**src/pvsd_pkg.sv**
```systemverilog
// Shared types, codes and helpers for the prefix varint stream decoder.
`default_nettype none
package pvsd_pkg;

  localparam int unsigned ByteW  = 8;
  localparam int unsigned ValueW = 64;
  localparam int unsigned CountW = 4;
  localparam int unsigned TypeShift = 56;

  typedef enum logic [1:0] {
    ST_OK         = 2'd0,
    ST_BAD_SECOND = 2'd1,
    ST_ZERO_DOCID = 2'd2
  } status_t;

  typedef struct packed {
    logic             valid;
    logic [ByteW-1:0] data;
  } item_t;

  // Counts the leading one bits of a header byte.
  function automatic logic [CountW-1:0] lead_ones(input logic [ByteW-1:0] h);
    logic [CountW-1:0] n;
    logic              run;
    n   = '0;
    run = 1'b1;
    for (int i = ByteW - 1; i >= 0; i--) begin
      if (run && h[i]) begin
        n = n + 1'b1;
      end else begin
        run = 1'b0;
      end
    end
    return n;
  endfunction

endpackage
`default_nettype wire

```
**src/prefix_varint_stream_decoder.sv**
```systemverilog
// Top level of the prefix varint stream decoder with its mode register.
// A completing byte passes the input register, then the core, which sets out_valid.
// Throughput: one byte per cycle while the result side keeps taking requests.
// The input register and the result register each hold one request, so one more
// byte is taken while a finished result waits.
// Synchronous reset clears the decode state, the mode register and both valid flags.
`default_nettype none
module prefix_varint_stream_decoder
  import pvsd_pkg::*;
(
  input  wire logic              clk,
  input  wire logic              rst,
  input  wire logic              cfg_wr_en,
  input  wire logic              cfg_wr_data,
  input  wire logic              in_valid,
  output logic                   in_ready,
  input  wire logic [ByteW-1:0]  in_byte,
  output logic                   out_valid,
  input  wire logic              out_ready,
  output logic [ValueW-1:0]      value,
  output logic [1:0]             status
);

  logic  docid_mode;
  item_t item;
  logic  take;

  always_ff @(posedge clk) begin
    if (rst) begin
      docid_mode <= 1'b0;
    end else if (cfg_wr_en) begin
      docid_mode <= cfg_wr_data;
    end
  end

  pvsd_in_stage u_in (
    .clk      (clk),
    .rst      (rst),
    .in_valid (in_valid),
    .in_ready (in_ready),
    .in_byte  (in_byte),
    .item     (item),
    .take     (take)
  );

  pvsd_core u_core (
    .clk        (clk),
    .rst        (rst),
    .docid_mode (docid_mode),
    .item       (item),
    .take       (take),
    .out_valid  (out_valid),
    .out_ready  (out_ready),
    .value      (value),
    .status     (status)
  );

  // Results that report an error carry a zero value.
  a_err_zero: assert property (@(posedge clk) disable iff (rst)
    out_valid && status != ST_OK |-> value == '0)
    else $error("error result with nonzero value");

  a_status_code: assert property (@(posedge clk) disable iff (rst)
    out_valid |-> (status == ST_OK || status == ST_BAD_SECOND || status == ST_ZERO_DOCID))
    else $error("undefined status code");

  // Input stalls only when a held byte is blocked by an untaken result.
  a_stall_cause: assert property (@(posedge clk) disable iff (rst)
    !in_ready |-> item.valid && out_valid && !out_ready)
    else $error("input stalled without a blocked result");

  // A byte that is taken leaves the input register unless a new one arrives.
  a_take_drains: assert property (@(posedge clk) disable iff (rst)
    take && !in_valid |=> !item.valid)
    else $error("input register did not drain");

endmodule
`default_nettype wire

```
**src/pvsd_in_stage.sv**
```systemverilog
// Input register stage that holds one accepted byte until the core takes it.
`default_nettype none
module pvsd_in_stage
  import pvsd_pkg::*;
(
  input  wire logic             clk,
  input  wire logic             rst,
  input  wire logic             in_valid,
  output logic                  in_ready,
  input  wire logic [ByteW-1:0] in_byte,
  output item_t                 item,
  input  wire logic             take
);

  logic             q_valid;
  logic [ByteW-1:0] q_byte;

  assign in_ready = !q_valid || take;
  assign item     = '{valid: q_valid, data: q_byte};

  always_ff @(posedge clk) begin
    if (rst) begin
      q_valid <= 1'b0;
    end else if (in_valid && in_ready) begin
      q_valid <= 1'b1;
    end else if (take) begin
      q_valid <= 1'b0;
    end
  end

  always_ff @(posedge clk) begin
    if (in_valid && in_ready) begin
      q_byte <= in_byte;
    end
  end

endmodule
`default_nettype wire

```
**src/pvsd_core.sv**
```systemverilog
// Decode state machine and result register of the prefix varint decoder.
`default_nettype none
module pvsd_core
  import pvsd_pkg::*;
(
  input  wire logic              clk,
  input  wire logic              rst,
  input  wire logic              docid_mode,
  input  wire item_t             item,
  output logic                   take,
  output logic                   out_valid,
  input  wire logic              out_ready,
  output logic [ValueW-1:0]      value,
  output logic [1:0]             status
);

  typedef enum logic [1:0] {
    PH_START   = 2'd0,
    PH_HEADER  = 2'd1,
    PH_PAYLOAD = 2'd2,
    PH_SECOND  = 2'd3
  } phase_t;

  phase_t              phase, phase_next;
  logic [CountW-1:0]   bytes_left, bytes_left_next, bl_dec, ones;
  logic [ValueW-1:0]   accumulator, accumulator_next, fin_v, res_value;
  logic [ByteW-1:0]    type_byte, type_byte_next, b;
  logic                fin, res_valid;
  status_t             res_status;

  assign b    = item.data;
  assign take = item.valid && (!out_valid || out_ready);

  always_comb begin
    phase_next       = phase;
    bytes_left_next  = bytes_left;
    accumulator_next = accumulator;
    type_byte_next   = type_byte;
    fin              = 1'b0;
    fin_v            = '0;
    res_valid        = 1'b0;
    res_value        = '0;
    res_status       = ST_OK;
    ones             = lead_ones(b);
    bl_dec           = (bytes_left != '0) ? bytes_left - 1'b1 : '0;
    unique case (phase)
      PH_START, PH_HEADER: begin
        if (phase == PH_START && docid_mode) begin
          type_byte_next = b;
          phase_next     = PH_HEADER;
        end else if (!b[ByteW-1]) begin
          fin   = 1'b1;
          fin_v = ValueW'(b);
        end else if (b == 8'hFF) begin
          phase_next = PH_SECOND;
        end else begin
          accumulator_next = ValueW'(b & (8'hFF >> (ones + 1'b1)));
          bytes_left_next  = ones;
          phase_next       = PH_PAYLOAD;
        end
      end
      PH_SECOND: begin
        if (!b[7]) begin
          accumulator_next = ValueW'(b & 8'h7F);
          bytes_left_next  = CountW'(7);
          phase_next       = PH_PAYLOAD;
        end else if ((b & 8'hC0) == 8'h80) begin
          accumulator_next = '0;
          bytes_left_next  = CountW'(8);
          phase_next       = PH_PAYLOAD;
        end else begin
          phase_next       = PH_START;
          bytes_left_next  = '0;
          accumulator_next = '0;
          res_valid        = 1'b1;
          res_status       = ST_BAD_SECOND;
        end
      end
      PH_PAYLOAD: begin
        accumulator_next = {accumulator[ValueW-ByteW-1:0], b};
        bytes_left_next  = bl_dec;
        if (bl_dec == '0) begin
          fin   = 1'b1;
          fin_v = accumulator_next;
        end
      end
      default: begin
        phase_next = PH_START;
      end
    endcase

    if (fin) begin
      phase_next       = PH_START;
      bytes_left_next  = '0;
      accumulator_next = '0;
      res_valid        = 1'b1;
      if (docid_mode && fin_v == '0) begin
        res_status = ST_ZERO_DOCID;
      end else if (docid_mode) begin
        res_value = fin_v + {type_byte, {TypeShift{1'b0}}};
      end else begin
        res_value = fin_v;
      end
    end
  end

  always_ff @(posedge clk) begin
    if (rst) begin
      phase       <= PH_START;
      bytes_left  <= '0;
      accumulator <= '0;
      type_byte   <= '0;
      out_valid   <= 1'b0;
    end else begin
      if (take) begin
        phase       <= phase_next;
        bytes_left  <= bytes_left_next;
        accumulator <= accumulator_next;
        type_byte   <= type_byte_next;
      end
      if (take && res_valid) begin
        out_valid <= 1'b1;
      end else if (out_ready) begin
        out_valid <= 1'b0;
      end
    end
  end

  always_ff @(posedge clk) begin
    if (take && res_valid) begin
      value  <= res_value;
      status <= res_status;
    end
  end

endmodule
`default_nettype wire

```
**config.mk**
```make
export PLATFORM = sky130hd
export DESIGN_NAME = prefix_varint_stream_decoder
export DESIGN_NICKNAME = d
export VERILOG_FILES = /design/src/pvsd_pkg.sv /design/src/prefix_varint_stream_decoder.sv /design/src/pvsd_in_stage.sv /design/src/pvsd_core.sv
export SDC_FILE = /design/constraint.sdc
export NUM_CORES = 1
export LEC_CHECK = 0
export CORE_UTILIZATION = 35
export DETAILED_ROUTE_END_ITERATION = 10
export DONT_BUFFER_PORTS = 1
export PLACE_DENSITY = 0.52
export SLEW_MARGIN = 20
export SYNTH_ARGS = -nofsm -noshare
export SYNTH_HDL_FRONTEND = slang
export SYNTH_SLANG_ARGS = --single-unit
```
**constraint.sdc**
```tcl
create_clock -name clk -period 4.8 [get_ports clk]
set_clock_uncertainty 0.1 [all_clocks]
set_input_delay 0.24 -clock clk [delete_from_list [all_inputs] [get_ports clk]]
set_output_delay 0.24 -clock clk [all_outputs]
set_load 0.005 [all_outputs]
```
# Word level (Yosys, flattened, before mapping)
# Cells that the tools add are included.
# word_totals
wordCells	117
inputBits	14
output_inout_bits	68
regBits	147
# classes
muxes	57
n_reduce_logical	28
add_sub_neg	10
n_eq_ne	9
n_bitwise	2
shifts	1
# op_table
op	count
56-bit 2-to-1 mux	4
64-bit 2-to-1 mux	3
56-bit case mux with 3 select lines	1
64-bit case mux with 2 select lines	1
64-bit adder	1
64-bit zero test	1
8-bit by 56-bit bitwise AND with 56-bit output	1
4-bit 2-to-1 mux	14
8-bit by 4-bit >> shifter with 56-bit output (first input constant)	1
4-bit by 1-bit adder with 4-bit output (second input constant)	8
1-bit 2-to-1 mux	21
2-bit 2-to-1 mux	9
1-bit logical AND	12
4-bit case mux with 3 select lines	1
3-bit by 2-bit inequality test with 1-bit output (second input constant)	3
8-bit equality test (second input constant)	1
7-bit 2-to-1 mux	1
2-bit equality test (second input constant)	3
3-bit AND reduction	2
4-bit zero test	1
4-bit by 2-bit inequality test with 1-bit output (second input constant)	1
2-bit case mux with 2 select lines	1
4-bit AND reduction	1
2-bit nonzero test	2
other kinds (10)	13

# Longest topological paths before layout
# Gate-level depths: netlist of the first run.
# logic_depth
word_depth	23
mapped_depth	25
mapped_depth_nobuf	25

# Modules after synthesis
# A second synthesis of the first run with hierarchy kept.
# unflattened
hier_cells	671
area_unflattened_um2	6769.0
# modules_own_cells
mod	cells_per_inst	seq_area_each_um2	n_inst	area_per_inst_um2
pvsd_core	654	3403.3	1	6432.4
pvsd_in_stage	14	260.2	1	302.8
prefix_varint_stream_decoder	3	20.0	1	33.8

# Worst setup path before layout of the first run
# No wires, ideal clock.
# synth_path
kind	register -> register
start	register u_in.q_byte[7]
end	register u_core.accumulator[6]
path_stages_with_launch	24
path_buffers	1
slack_ps	-75
required_ps	4604
arrival_ps	4679
setup_time_ps	96
period_less_slack_ps	4875
path_cell_list	edfxtp_1 clkbuf_1 o21ai_0 inv_1 ha_1 nor2_1 nor2_1 ha_1 mux2_2 ha_1 mux2i_1 a21oi_1 nor2_1 nor2_1 ha_1 and3_1 a22oi_1 nand2_1 ha_1 mux2_2 ha_1 a31oi_1 a311oi_2 o41ai_2
# synth_via
elab_chain_len	23
word_cells_on_any_way	46
cone_classes	add/sub (8); eq/ne (4); shift (1); mux (24); bitwise (1); reduce/logical (8)
# synth_lines
item	line_no	source
start, declared	pvsd_in_stage.sv:16	logic [ByteW-1:0] q_byte;
start signal, assigned	pvsd_in_stage.sv:33	q_byte <= in_byte;
1-bit 2-to-1 mux	pvsd_pkg.sv:28	if (run && h[i]) begin
4-bit by 1-bit adder with 4-bit output / 1-bit logical AND (equally long branches)	pvsd_pkg.sv:29, pvsd_pkg.sv:28	
4-bit 2-to-1 mux / 1-bit 2-to-1 mux (equally long branches)	pvsd_pkg.sv:28	
4-bit by 1-bit adder with 4-bit output / 1-bit logical AND (equally long branches)	pvsd_pkg.sv:29, pvsd_pkg.sv:28	
4-bit 2-to-1 mux / 1-bit 2-to-1 mux (equally long branches)	pvsd_pkg.sv:28	
4-bit by 1-bit adder with 4-bit output / 1-bit logical AND (equally long branches)	pvsd_pkg.sv:29, pvsd_pkg.sv:28	
4-bit 2-to-1 mux / 1-bit 2-to-1 mux (equally long branches)	pvsd_pkg.sv:28	
4-bit by 1-bit adder with 4-bit output / 1-bit logical AND (equally long branches)	pvsd_pkg.sv:29, pvsd_pkg.sv:28	
(+7 left out)	-	
4-bit by 1-bit adder with 4-bit output	pvsd_core.sv:57	accumulator_next = ValueW'(b & (8'hFF >> (ones + 1'b1)));
8-bit by 4-bit >> shifter with 56-bit output	pvsd_core.sv:57	
8-bit by 56-bit bitwise AND with 56-bit output	pvsd_core.sv:57	
56-bit 2-to-1 mux	pvsd_core.sv:54	end else if (b == 8'hFF) begin
56-bit 2-to-1 mux	pvsd_core.sv:51	end else if (!b[ByteW-1]) begin
56-bit 2-to-1 mux	pvsd_core.sv:48	if (phase == PH_START && docid_mode) begin
56-bit case mux with 3 select lines	pvsd_core.sv:46	unique case (phase)
56-bit 2-to-1 mux	pvsd_core.sv:92	if (fin) begin
end signal, assigned	pvsd_core.sv:118	accumulator <= accumulator_next;
end, declared	pvsd_core.sv:26	logic [ValueW-1:0] accumulator, accumulator_next, fin_v, res_value;
# Several ways; a longest one is shown, not always the timed one. The select of a mux whose other input is x is not followed.
# A chain may end at the register's enable or synchronous reset.

# Worst setup path after layout of the first run
# layout_path
start	register u_in.q_byte[6]
end	register u_core.accumulator[6]
# layout_via
elab_chain_len	22
word_cells_on_any_way	38
cone_classes	add/sub (7); eq/ne (2); shift (1); mux (19); bitwise (1); reduce/logical (8)
# layout_lines
item	line_no
1-bit logical AND	pvsd_pkg.sv:28
4-bit 2-to-1 mux / 1-bit 2-to-1 mux (equally long branches)	pvsd_pkg.sv:28
4-bit by 1-bit adder with 4-bit output / 1-bit logical AND (equally long branches)	pvsd_pkg.sv:29, pvsd_pkg.sv:28
4-bit 2-to-1 mux / 1-bit 2-to-1 mux (equally long branches)	pvsd_pkg.sv:28
4-bit by 1-bit adder with 4-bit output / 1-bit logical AND (equally long branches)	pvsd_pkg.sv:29, pvsd_pkg.sv:28
4-bit 2-to-1 mux / 1-bit 2-to-1 mux (equally long branches)	pvsd_pkg.sv:28
4-bit by 1-bit adder with 4-bit output / 1-bit logical AND (equally long branches)	pvsd_pkg.sv:29, pvsd_pkg.sv:28
4-bit 2-to-1 mux / 1-bit 2-to-1 mux (equally long branches)	pvsd_pkg.sv:28
(+6 left out)	-
4-bit by 1-bit adder with 4-bit output	pvsd_core.sv:57
8-bit by 4-bit >> shifter with 56-bit output	pvsd_core.sv:57
8-bit by 56-bit bitwise AND with 56-bit output	pvsd_core.sv:57
56-bit 2-to-1 mux	pvsd_core.sv:54
56-bit 2-to-1 mux	pvsd_core.sv:51
56-bit 2-to-1 mux	pvsd_core.sv:48
56-bit case mux with 3 select lines	pvsd_core.sv:46
56-bit 2-to-1 mux	pvsd_core.sv:92
# Several ways; a longest one is shown, not always the timed one. The select of a mux whose other input is x is not followed.

==> qor.yml, run 1 <==
viasPerCell: 5.387
fin_crit_sh_pct: 96.57
final-max-slew-violation-count: 0
dieArea_um2: 20010
fmax_ghz: 0.2157
hpwl_um: 11450
drcViolationCount: 0
coreArea_um2: 18890
crit_slowest_cell: "edfxtp_1"
path_buf_inv: 2
crit_family: "adder cells"
insertion_delay_ps: 420
grt_pass1_wl_um: 27050
routed-via-count: 5236
setup_viol: 0
overflow: 0
cts_buffers: 17
synth_cell_types: 66
avgRoutedWirePerCell_um: 17.63
cts_buffer_depth: 2
htree_levels: 4
yosysSeqAreaShare_pct: 54.13
yosysMostFrequentCell: "nand2_1"
synth_top_area_share_pct: 32.65
portBuffers: 0
arrival_ps: 4860
hold_viol_final: 0
power.density_nw_per_um2: 355.2
grt_pass1_vias: 5066
final_area_um2: 8095
startpoint_type: "flip-flop"
max-vdd-ir-drop_mv: 0.2491
yosys.area.top_type: "edfxtp_1"
root_buffer: "clkbuf_16"
utilization_pct: 42.85
synthArstFlopShare_pct: 0
floorplan.initialDensity_pct: 36.02
syn_to_final_growth_pct: 18.96
rows: 50
worstSetupEndpointType: "flip-flop"
yosysWarnings: 0
crit_path_frequent_cell: "ha_4"
cts_sinks: 147
crit_path_max_incr_delay_ps: 400
worstPathRequired_ps: 5030
synth_area_per_cell_um2: 9.906
placed_area_um2: 7128
tns_ps: 0
synth_area_um2: 6805
io_pins: 82
n_antenna_cell: 0
hold_path.class: "primary input to flip-flop"
postRouteAntennaNets: 0
drt_iter0_markers: 357
status: "completed"
cts_tree: "yes"
critical_path_class: "flip-flop to flip-flop"
die_x_um: 141.4
drtPass1Iterations: 6
cap_violations: 0
worst_pin_slew_ps: 790.2
nNetsFinal: 729
p_leak_nw: 2.995
die_h_um: 141.4
synth_edf_count: 74
syn_nets: 717
synth_seq_cells: 147
grt_usage_pct: 17.43
relSlewSlack_pct: 47.19
path_cells: "inv_2 > o21ai_2 > inv_2 > ha_4 > nor2_4 > nor2_2 > ha_1 > mux2_4 > ha_4 > mux2i_4 > a21oi_2 > nor2_1 > nor2_1 > ha_2 > and3_4 > a22oi_2 > nand2_2 > ha_4 > mux2_4 > ha_4 > a31oi_4 > a311oi_4 > o41ai_2"
wl_um: 17140
antenna_found_initial: 0
ys_top_cells_by_count: "nand2_1, edfxtp_1, dfxtp_1, a21oi_1, and3_1"
path_clk_slew_ps: 60
netlist_instances: 687
ys.flop_type: "edfxtp_1"
gp_congestion: 0.8101
synth_area_leaders: "edfxtp_1, dfxtp_1, and3_1, a21oi_1, nand2_1"
grt_max_degree: 68
fillerInstances: 1852
crit_fanout: 4
period_minus_slack_ps: 4635
drive_above_1_share_pct: 14.89
## per-layer routing
| metal | track usage (%) | up-vias | wire length [µm] |
|---|---|---|---|
| met2 | 29.83 | 125 | 8423 |
| li1 | - | 2530 | - |
| met5 | 0 | - | 0 |
| met4 | 6.055 | 0 | 279 |
| met1 | 21.75 | 2561 | 7869 |
| met3 | 3.679 | 20 | 565 |
## cells by family after synthesis
logic type	after synthesis	synth area share [%]
compound gates	128	12.41
xor+xnor	9	1.158
fa+ha+maj	16	3.052
buf+inv	69	4.137
flops	147	54.13
mux	14	2.114
simple gates	304	23.00
## timing repair
item,CTS,global route
gates cloned,0,0
endpoints found under the setup margin,5,10
resized for setup,6,30
hold buffers,14,0
buffers inserted,0,7
pin swaps,0,20
endpoints found under the hold margin,74,0
## layout make-up
cell class              count  area, µm²  area share (%)
clock inverters            13      127.6           1.577
well taps                 260      325.3           4.019
inverters                  20      75.07          0.9274
repair buffers             42      380.4           4.699
flip-flops and latches    147       3684           45.50
clock buffers              19      432.9           5.348
multi-input cells         471       3070           37.93
## worst paths after layout
check	start	end	slack [ps]	cells past startpoint
max reg2reg	u_in.q_byte[6]	u_core.accumulator[6]	160	23
min	rst	u_core.accumulator[4]	20	3
min reg2reg	u_core.accumulator[48]	u_core.accumulator[48]	370	2
max	u_in.q_byte[6]	u_core.accumulator[6]	160	23
## worst min-delay path, stage by stage
cell and delay, ps:
nor2_1 80, nand2_1 90, o31ai_1 70
## where the power goes
part           leakage, nW  switching, mW  internal, mW
Combinational         1.44          0.156        0.0872
Sequential            1.29         0.0248          1.35
Clock                0.266          0.539         0.721
## cells in the final DEF (no fill, tap or decap), types with 4 or more instances in the layout
| cell | Yosys | routed |
|---|---|---|
| a21oi_1 | 67 | 66 |
| a31oi_1 | 5 | 4 |
| and2_1 | 5 | 5 |
| and3_1 | 59 | 58 |
| and4_1 | 4 | 4 |
| buf_4 | 1 | 27 |
| clkbuf_16 | 0 | 17 |
| clkinv_4 | 0 | 4 |
| dfxtp_1 | 73 | 73 |
| dlygate4sd3_1 | 0 | 13 |
| edfxtp_1 | 74 | 74 |
| ha_1 | 15 | 9 |
| ha_4 | 0 | 5 |
| inv_1 | 20 | 18 |
| mux2i_1 | 11 | 10 |
| nand2_1 | 77 | 75 |
| nand3_1 | 54 | 54 |
| nand3b_1 | 5 | 5 |
| nand4_1 | 6 | 6 |
| nor2_1 | 44 | 40 |
| nor2b_1 | 11 | 7 |
| nor3_1 | 13 | 11 |
| nor4_1 | 13 | 13 |
| o21ai_0 | 11 | 9 |
| o31ai_1 | 4 | 4 |
| xnor2_1 | 6 | 6 |
## through the flow
step | total power [mW] | cells | worst slack, ps | hold WS [ps]
finish | 2.875 | 972 | 164.5 | 15.59
floorplan | 1.537 | 687 | 57.27 | 238.9
CTS | 2.869 | 965 | 2.812 | 3.442
global placement | 1.586 | 919 | 115.0 | 220.4
global route | 2.975 | 972 | -71.71 | 35.24
detailed placement | 1.590 | 919 | -43.31 | 218.1
## flip-flops by register name, indices dropped and copies added (netlist names), 2 cells and up
name,flops
u_in.q_byte,8
u_core.accumulator,56
u_core.status,2
u_core.type_byte,8
u_core.bytes_left,4
u_core.value,64
u_core.phase,2
Power figures use the tool's default switching activity.
==> run 2: changes to the inputs <==
==> constraint.sdc (replaced) <==
create_clock -name clk -period 4.8 [get_ports clk]
set_clock_uncertainty 0.1 [all_clocks]
set_input_delay 0 -clock clk [delete_from_list [all_inputs] [get_ports clk]]
set_output_delay 0 -clock clk [all_outputs]
set_load 0.005 [all_outputs]
==> qor.yml, run 2 (synthesized netlist as in run 1, its figures left out) <==
crit_fanout: 4  # unchanged
r2r.worst_path.cells: 23  # unchanged
largest_reg_flops: 64  # unchanged
hpwl_um: 11450  # unchanged
utilization_pct: 42.95  # +0.11 points
power.density_nw_per_um2: 354.3  # -0.26%
htree_levels: 4  # unchanged
fmax_ghz: 0.2158  # about the same
worstPathRequired_ps: 5020  # about the same
coreArea_um2: 18890  # unchanged
grt_pass1_wl_um: 26940  # -0.38%
clkPwrFrac_pct: 43.8  # about the same
root_buffer: "clkbuf_16"
final_cells: 974  # +0.21%
status: "completed"
final_common_cell: "nand2_1"
io_pins: 82  # unchanged
rows: 50  # unchanged
tns_ps: 0  # unchanged
p_int_mw: 2.157  # about the same
antenna_found_initial: 0  # unchanged
fillerInstances: 1851  # -0.054%
drt_iter0_markers: 352  # -1.4%
crit_path_frequent_cell: "ha_4"
multiInputGateArea_um2: 3070  # unchanged
n_antenna_cell: 0  # unchanged
seqCellArea_um2: 3684  # unchanged
p_leak_nw: 3.006  # +0.37%
netSwitchingPower_mw: 0.7181  # -0.14%
min_path_cells: 1  # -2
crit_slowest_cell: "edfxtp_1"
insertion_delay_ps: 420  # about the same
hold_viol_final: 0  # unchanged
p_comb_share_pct: 8.5  # about the same
die_h_um: 141.4  # unchanged
die_x_um: 141.4  # unchanged
arrival_ps: 4860  # about the same
critical_path_class: "flip-flop to flip-flop"
final-max-slew-violation-count: 0  # unchanged
cap_violations: 0  # unchanged
worstSetupEndpointType: "flip-flop"
dieArea_um2: 20010  # unchanged
routed-via-count: 5193  # -0.82%
worst_pin_slew_ps: 792.7  # +2.413 ps
period_minus_slack_ps: 4635  # -0.5000 ps
postRouteAntennaNets: 0  # unchanged
portBuffers: 0  # unchanged
cts_sinks: 147  # unchanged
syn_to_final_growth_pct: 19.25
grt_usage_pct: 17.33  # -0.095 points
viasPerCell: 5.332  # -1.0%
drive_above_1_share_pct: 14.85  # -0.042 points
overflow: 0  # unchanged
reg.largest.list: "u_core.value: 64 flops, u_core.accumulator: 56 flops"
pwr-share-seq_pct: 47.8  # about the same
grt_max_degree: 69  # +1.5%
floorplan.initialDensity_pct: 36.02  # unchanged
cts_tree: "yes"
largest_register: "u_core.value"
setup_viol: 0  # unchanged
placed_area_um2: 7128  # unchanged
final_area_um2: 8115  # +0.25%
cts_buffer_depth: 2  # unchanged
hold_slack_ps: 38.38  # +22.79 ps
path_clk_slew_ps: 60  # about the same
place_inst: 919  # unchanged
pre_cts_slack_ps: -43.31  # unchanged
startpoint_type: "flip-flop"
totalPowerFinal_mw: 2.875  # about the same
final_cell_mix: "nand2_1, edfxtp_1, dfxtp_1"
grt_pass1_vias: 5059  # -0.14%
fin_crit_sh_pct: 96.56  # about the same
max-vdd-ir-drop_mv: 0.2476  # -0.63%
avgRoutedWirePerCell_um: 17.49  # -0.82%
path_cells: "inv_2 > o21ai_2 > inv_2 > ha_4 > nor2_4 > nor2_2 > ha_1 > mux2_4 > ha_4 > mux2i_4 > a21oi_2 > nor2_1 > nor2_1 > ha_2 > and3_4 > a22oi_2 > nand2_2 > ha_4 > mux2_4 > ha_4 > a31oi_4 > a311oi_4 > o41ai_2"
drcViolationCount: 0  # unchanged
setup_ws_ps: 165.0  # +0.5000 ps
wl_um: 17030  # -0.61%
hold_path.class: "primary input to output port"
drtPass1Iterations: 5  # -1
swShare_pct: 24.98  # -0.031 points
relSlewSlack_pct: 47.03  # -0.16 points
cts_buffers: 17  # unchanged
gp_congestion: 0.8101  # unchanged
crit_path_max_incr_delay_ps: 400  # about the same
nNetsFinal: 731  # +0.27%
## run 2: changes by cell type in the layout (fill, tap and decap cells not counted), sizes merged
cell and delta:
dlygate4sd3 +2
## run 2: per-layer routing
metal  vias to the layer above  part of all wire (%)  track usage (%)
met2                       115                    50            29.49
li1                       2532                     -                -
met1                      2526                    45            21.75
met5                         -                     0                0
met3                        20                   3.5            3.679
met4                         0                   1.6            6.055
## run 2: final timing paths
check        slack (ps)                   start                endpoint
max                 170          u_in.q_byte[6]   u_core.accumulator[6]
min                  40               out_ready                in_ready
min reg2reg         370  u_core.accumulator[48]  u_core.accumulator[48]
max reg2reg         170          u_in.q_byte[6]   u_core.accumulator[6]
## run 2: power by group through the flow
| stage | logic, mW | clock network (mW) | registers, mW |
|---|---|---|---|
| after floorplan | 0.145 | 0 | 1.39 |
| after global placement | 0.186 | 0 | 1.40 |
| after detailed placement | 0.190 | 0 | 1.40 |
| after CTS | 0.214 | 1.28 | 1.37 |
| after global routing | 0.268 | 1.33 | 1.38 |
| final | 0.244 | 1.26 | 1.37 |
## run 2: what timing repair did
action                                  in CTS  in global routing
endpoints found under the hold margin       89                  0
hold buffers                                16                  0
pin swaps                                    0                 20
resized for setup                            6                 30
buffers inserted                             0                  7
endpoints found under the setup margin       5                 10
## run 2: layout make-up
class | instances | area share (%)
multi-input combinational | 471 | 37.84
inverter | 20 | 0.9251
sequential | 147 | 45.39
clock buffer | 19 | 5.335
tap | 260 | 4.009
timing repair buffer | 44 | 4.934
clock inverter | 13 | 1.573
## run 2: critical path: cells and delay by family (launching register included)
family          cells  cell delay, ps
compound gates      6            1070
fa+ha+maj           6            1550
buf+inv             2             120
flops               1             400
mux                 3             670
simple gates        6             610
==> run 3: changes to the inputs <==
--- a/config.mk
+++ b/config.mk
@@ -5,10 +5,11 @@
 export SDC_FILE = /design/constraint.sdc
 export NUM_CORES = 1
 export LEC_CHECK = 0
-export CORE_UTILIZATION = 35
+export CORE_UTILIZATION = 57
 export DETAILED_ROUTE_END_ITERATION = 10
 export DONT_BUFFER_PORTS = 1
-export PLACE_DENSITY = 0.52
+export HOLD_SLACK_MARGIN = 0.12
+export PLACE_DENSITY = 0.76
 export SLEW_MARGIN = 20
 export SYNTH_ARGS = -nofsm -noshare
 export SYNTH_HDL_FRONTEND = slang
==> qor.yml, run 3 (synthesized netlist as in run 1, its figures left out) <==
placed_area_um2: 6954  # -2.4%
gp_congestion: 0.9006  # +11%
grt_pass1_vias: 4958  # -2.0%
max-vdd-ir-drop_mv: 0.2744  # +11%
die_x_um: 111.3  # -21%
min_path_cells: 3  # +2
fillerInstances: 832  # -55%
grt_pass1_wl_um: 25360  # -5.9%
cts_sinks: 147  # unchanged
drcViolationCount: 12  # +12
nNetsFinal: 739  # +1.1%
io_pins: 82  # unchanged
overflow: 0  # unchanged
rsz0062_at_grt: "yes"
die_h_um: 111.3  # -21%
totalPowerFinal_mw: 2.955  # +2.8%
root_buffer: "clkbuf_16"
place_inst: 800  # -13%
coreArea_um2: 11520  # -39%
portBuffers: 0  # unchanged
status: "finished with violations"
p_comb_share_pct: 8.5  # about the same
grt_max_degree: 69  # unchanged
p_leak_nw: 3.053  # +1.6%
cap_violations: 0  # unchanged
reg.largest.list: "u_core.value: 64 flops, u_core.accumulator: 56 flops"
final_cell_mix: "nand2_1, edfxtp_1, dfxtp_1"
startpoint_type: "flip-flop"
path_clk_slew_ps: 60  # about the same
clkPwrFrac_pct: 45.0  # +1.2 points
largest_register: "u_core.value"
postRouteAntennaNets: 0  # unchanged
period_minus_slack_ps: 4872  # +237.5 ps
critical_path_class: "flip-flop to flip-flop"
r2r.worst_path.cells: 21  # -8.7%
fmax_ghz: 0.2052  # -4.9%
swShare_pct: 24.26  # -0.72 points
wl_um: 16650  # -2.3%
dieArea_um2: 12380  # -38%
drt_iter0_markers: 436  # +24%
final-max-slew-violation-count: 0  # unchanged
hpwl_um: 10320  # -9.8%
crit_fanout: 9  # +5
relSlewSlack_pct: 60.97  # +14 points
grt_usage_pct: 26.20  # +8.9 points
antenna_found_initial: 0  # unchanged
largest_reg_flops: 64  # unchanged
routed-via-count: 5494  # +5.8%
power.density_nw_per_um2: 366.3  # +3.4%
failed_checks: "DRC, setup timing"
htree_levels: 4  # unchanged
avgRoutedWirePerCell_um: 19.24  # +10%
drtPass1Iterations: 9  # +4
netSwitchingPower_mw: 0.7168  # -0.19%
final_common_cell: "nand2_1"
worstSetupEndpointType: "flip-flop"
final_area_um2: 8065  # -0.62%
setup_ws_ps: -72.48  # -237.5 ps
cts_buffers: 17  # unchanged
pre_cts_slack_ps: -94.81  # -51.50 ps
setup_viol: 6  # +6
worst_pin_slew_ps: 581.5  # -211.1 ps
pwr-share-seq_pct: 46.5  # -1.3 points
rows: 39  # -22%
p_int_mw: 2.238  # +3.8%
cts_buffer_depth: 2  # unchanged
drive_above_1_share_pct: 14.40  # -0.44 points
final_cells: 865  # -11%
hold_viol_final: 0  # unchanged
cts_tree: "yes"
syn_to_final_growth_pct: 18.51
hold_path.class: "primary input to flip-flop"
arrival_ps: 5100  # +240 ps
n_antenna_cell: 0  # unchanged
floorplan.initialDensity_pct: 59.09  # +23 points
insertion_delay_ps: 430  # about the same
fin_crit_sh_pct: 101.5  # +4.9 points
viasPerCell: 6.351  # +19%
worstPathRequired_ps: 5020  # about the same
## run 3: changes by cell type in the layout (fill, tap and decap cells not counted), sizes merged
cell,change
buf,+1
dlygate4sd3,+7
inv,-1
clkbuf,-1
bufinv,+1
clkinvlp,+1
## run 3: cell type report
cell class	count	area, µm²	share of cell area, %
Inverter	20	75.07	0.9308
Clock inverter	14	152.6	1.893
Clock buffer	18	450.4	5.585
Sequential cell	147	3684	45.67
Multi-Input combinational cell	471	3059	37.93
Tap cell	143	178.9	2.218
Timing Repair Buffer	52	465.4	5.771
## run 3: layer usage
metal / vias up / GRT usage (%) / part of all wire [%]
met1: 2638 / 32.81 / 41
met5: - / 0 / 0
met2: 245 / 43.33 / 49
met3: 46 / 6.452 / 6.2
li1: 2565 / - / -
met4: 0 / 10.81 / 3.0
## run 3: path summary, 6_finish.rpt
kind                                             start                      to  slack (ps)
worst max register to register          u_in.q_byte[7]   u_core.accumulator[1]         -70
worst min-delay path                          in_valid            u_in.q_valid         170
worst max-delay path                    u_in.q_byte[7]   u_core.accumulator[1]         -70
worst min register to register  u_core.accumulator[53]  u_core.accumulator[53]         370
## run 3: worst max-delay path: stages, from the launching register on
cell and delay, ps:
edfxtp_1 400, buf_4 170, o21ai_4 70, inv_2 80, ha_4 280, nor2_4 30
nor2_2 130, ha_1 270, mux2_4 290, ha_4 270, mux2i_2 70, a21oi_1 170
nor2_1 90, nor2_1 180, ha_1 270, and3b_1 230, o2111ai_4 200, and4bb_4 290
or3_1 420, a2111oi_4 380, nor3_2 120, a32o_1 270
## run 3: power groups by stage
stage          combinational (mW)  sequential (mW)  clock [mW]
3_5_place_dp                0.181             1.40           0
3_3_place_gp                0.175             1.40           0
4_1_cts                     0.210             1.37        1.33
6_report                    0.250             1.37        1.33
5_1_grt                     0.268             1.38        1.40
2_1_floorplan               0.145             1.39           0
## run 3: what timing repair did
item | CTS | global route
hold buffers | 23 | 0
resized for setup | 3 | 29
endpoints found under the hold margin | 90 | 0
pin swaps | 0 | 25
setup endpoints to repair | 6 | 9
setup buffers | 1 | 9
## run 3: stage by stage
stage          hold slack, ps  setup TNS [ps]  utilization [%]
2_1_floorplan          -1.131               0                -
3_3_place_gp           -23.73               0            60.39
3_5_place_dp           -22.22          -108.0            60.39
4_1_cts                 162.6               0            67.95
5_1_grt                 178.5           -1389            70.03
6_report                174.6          -224.2            70.03
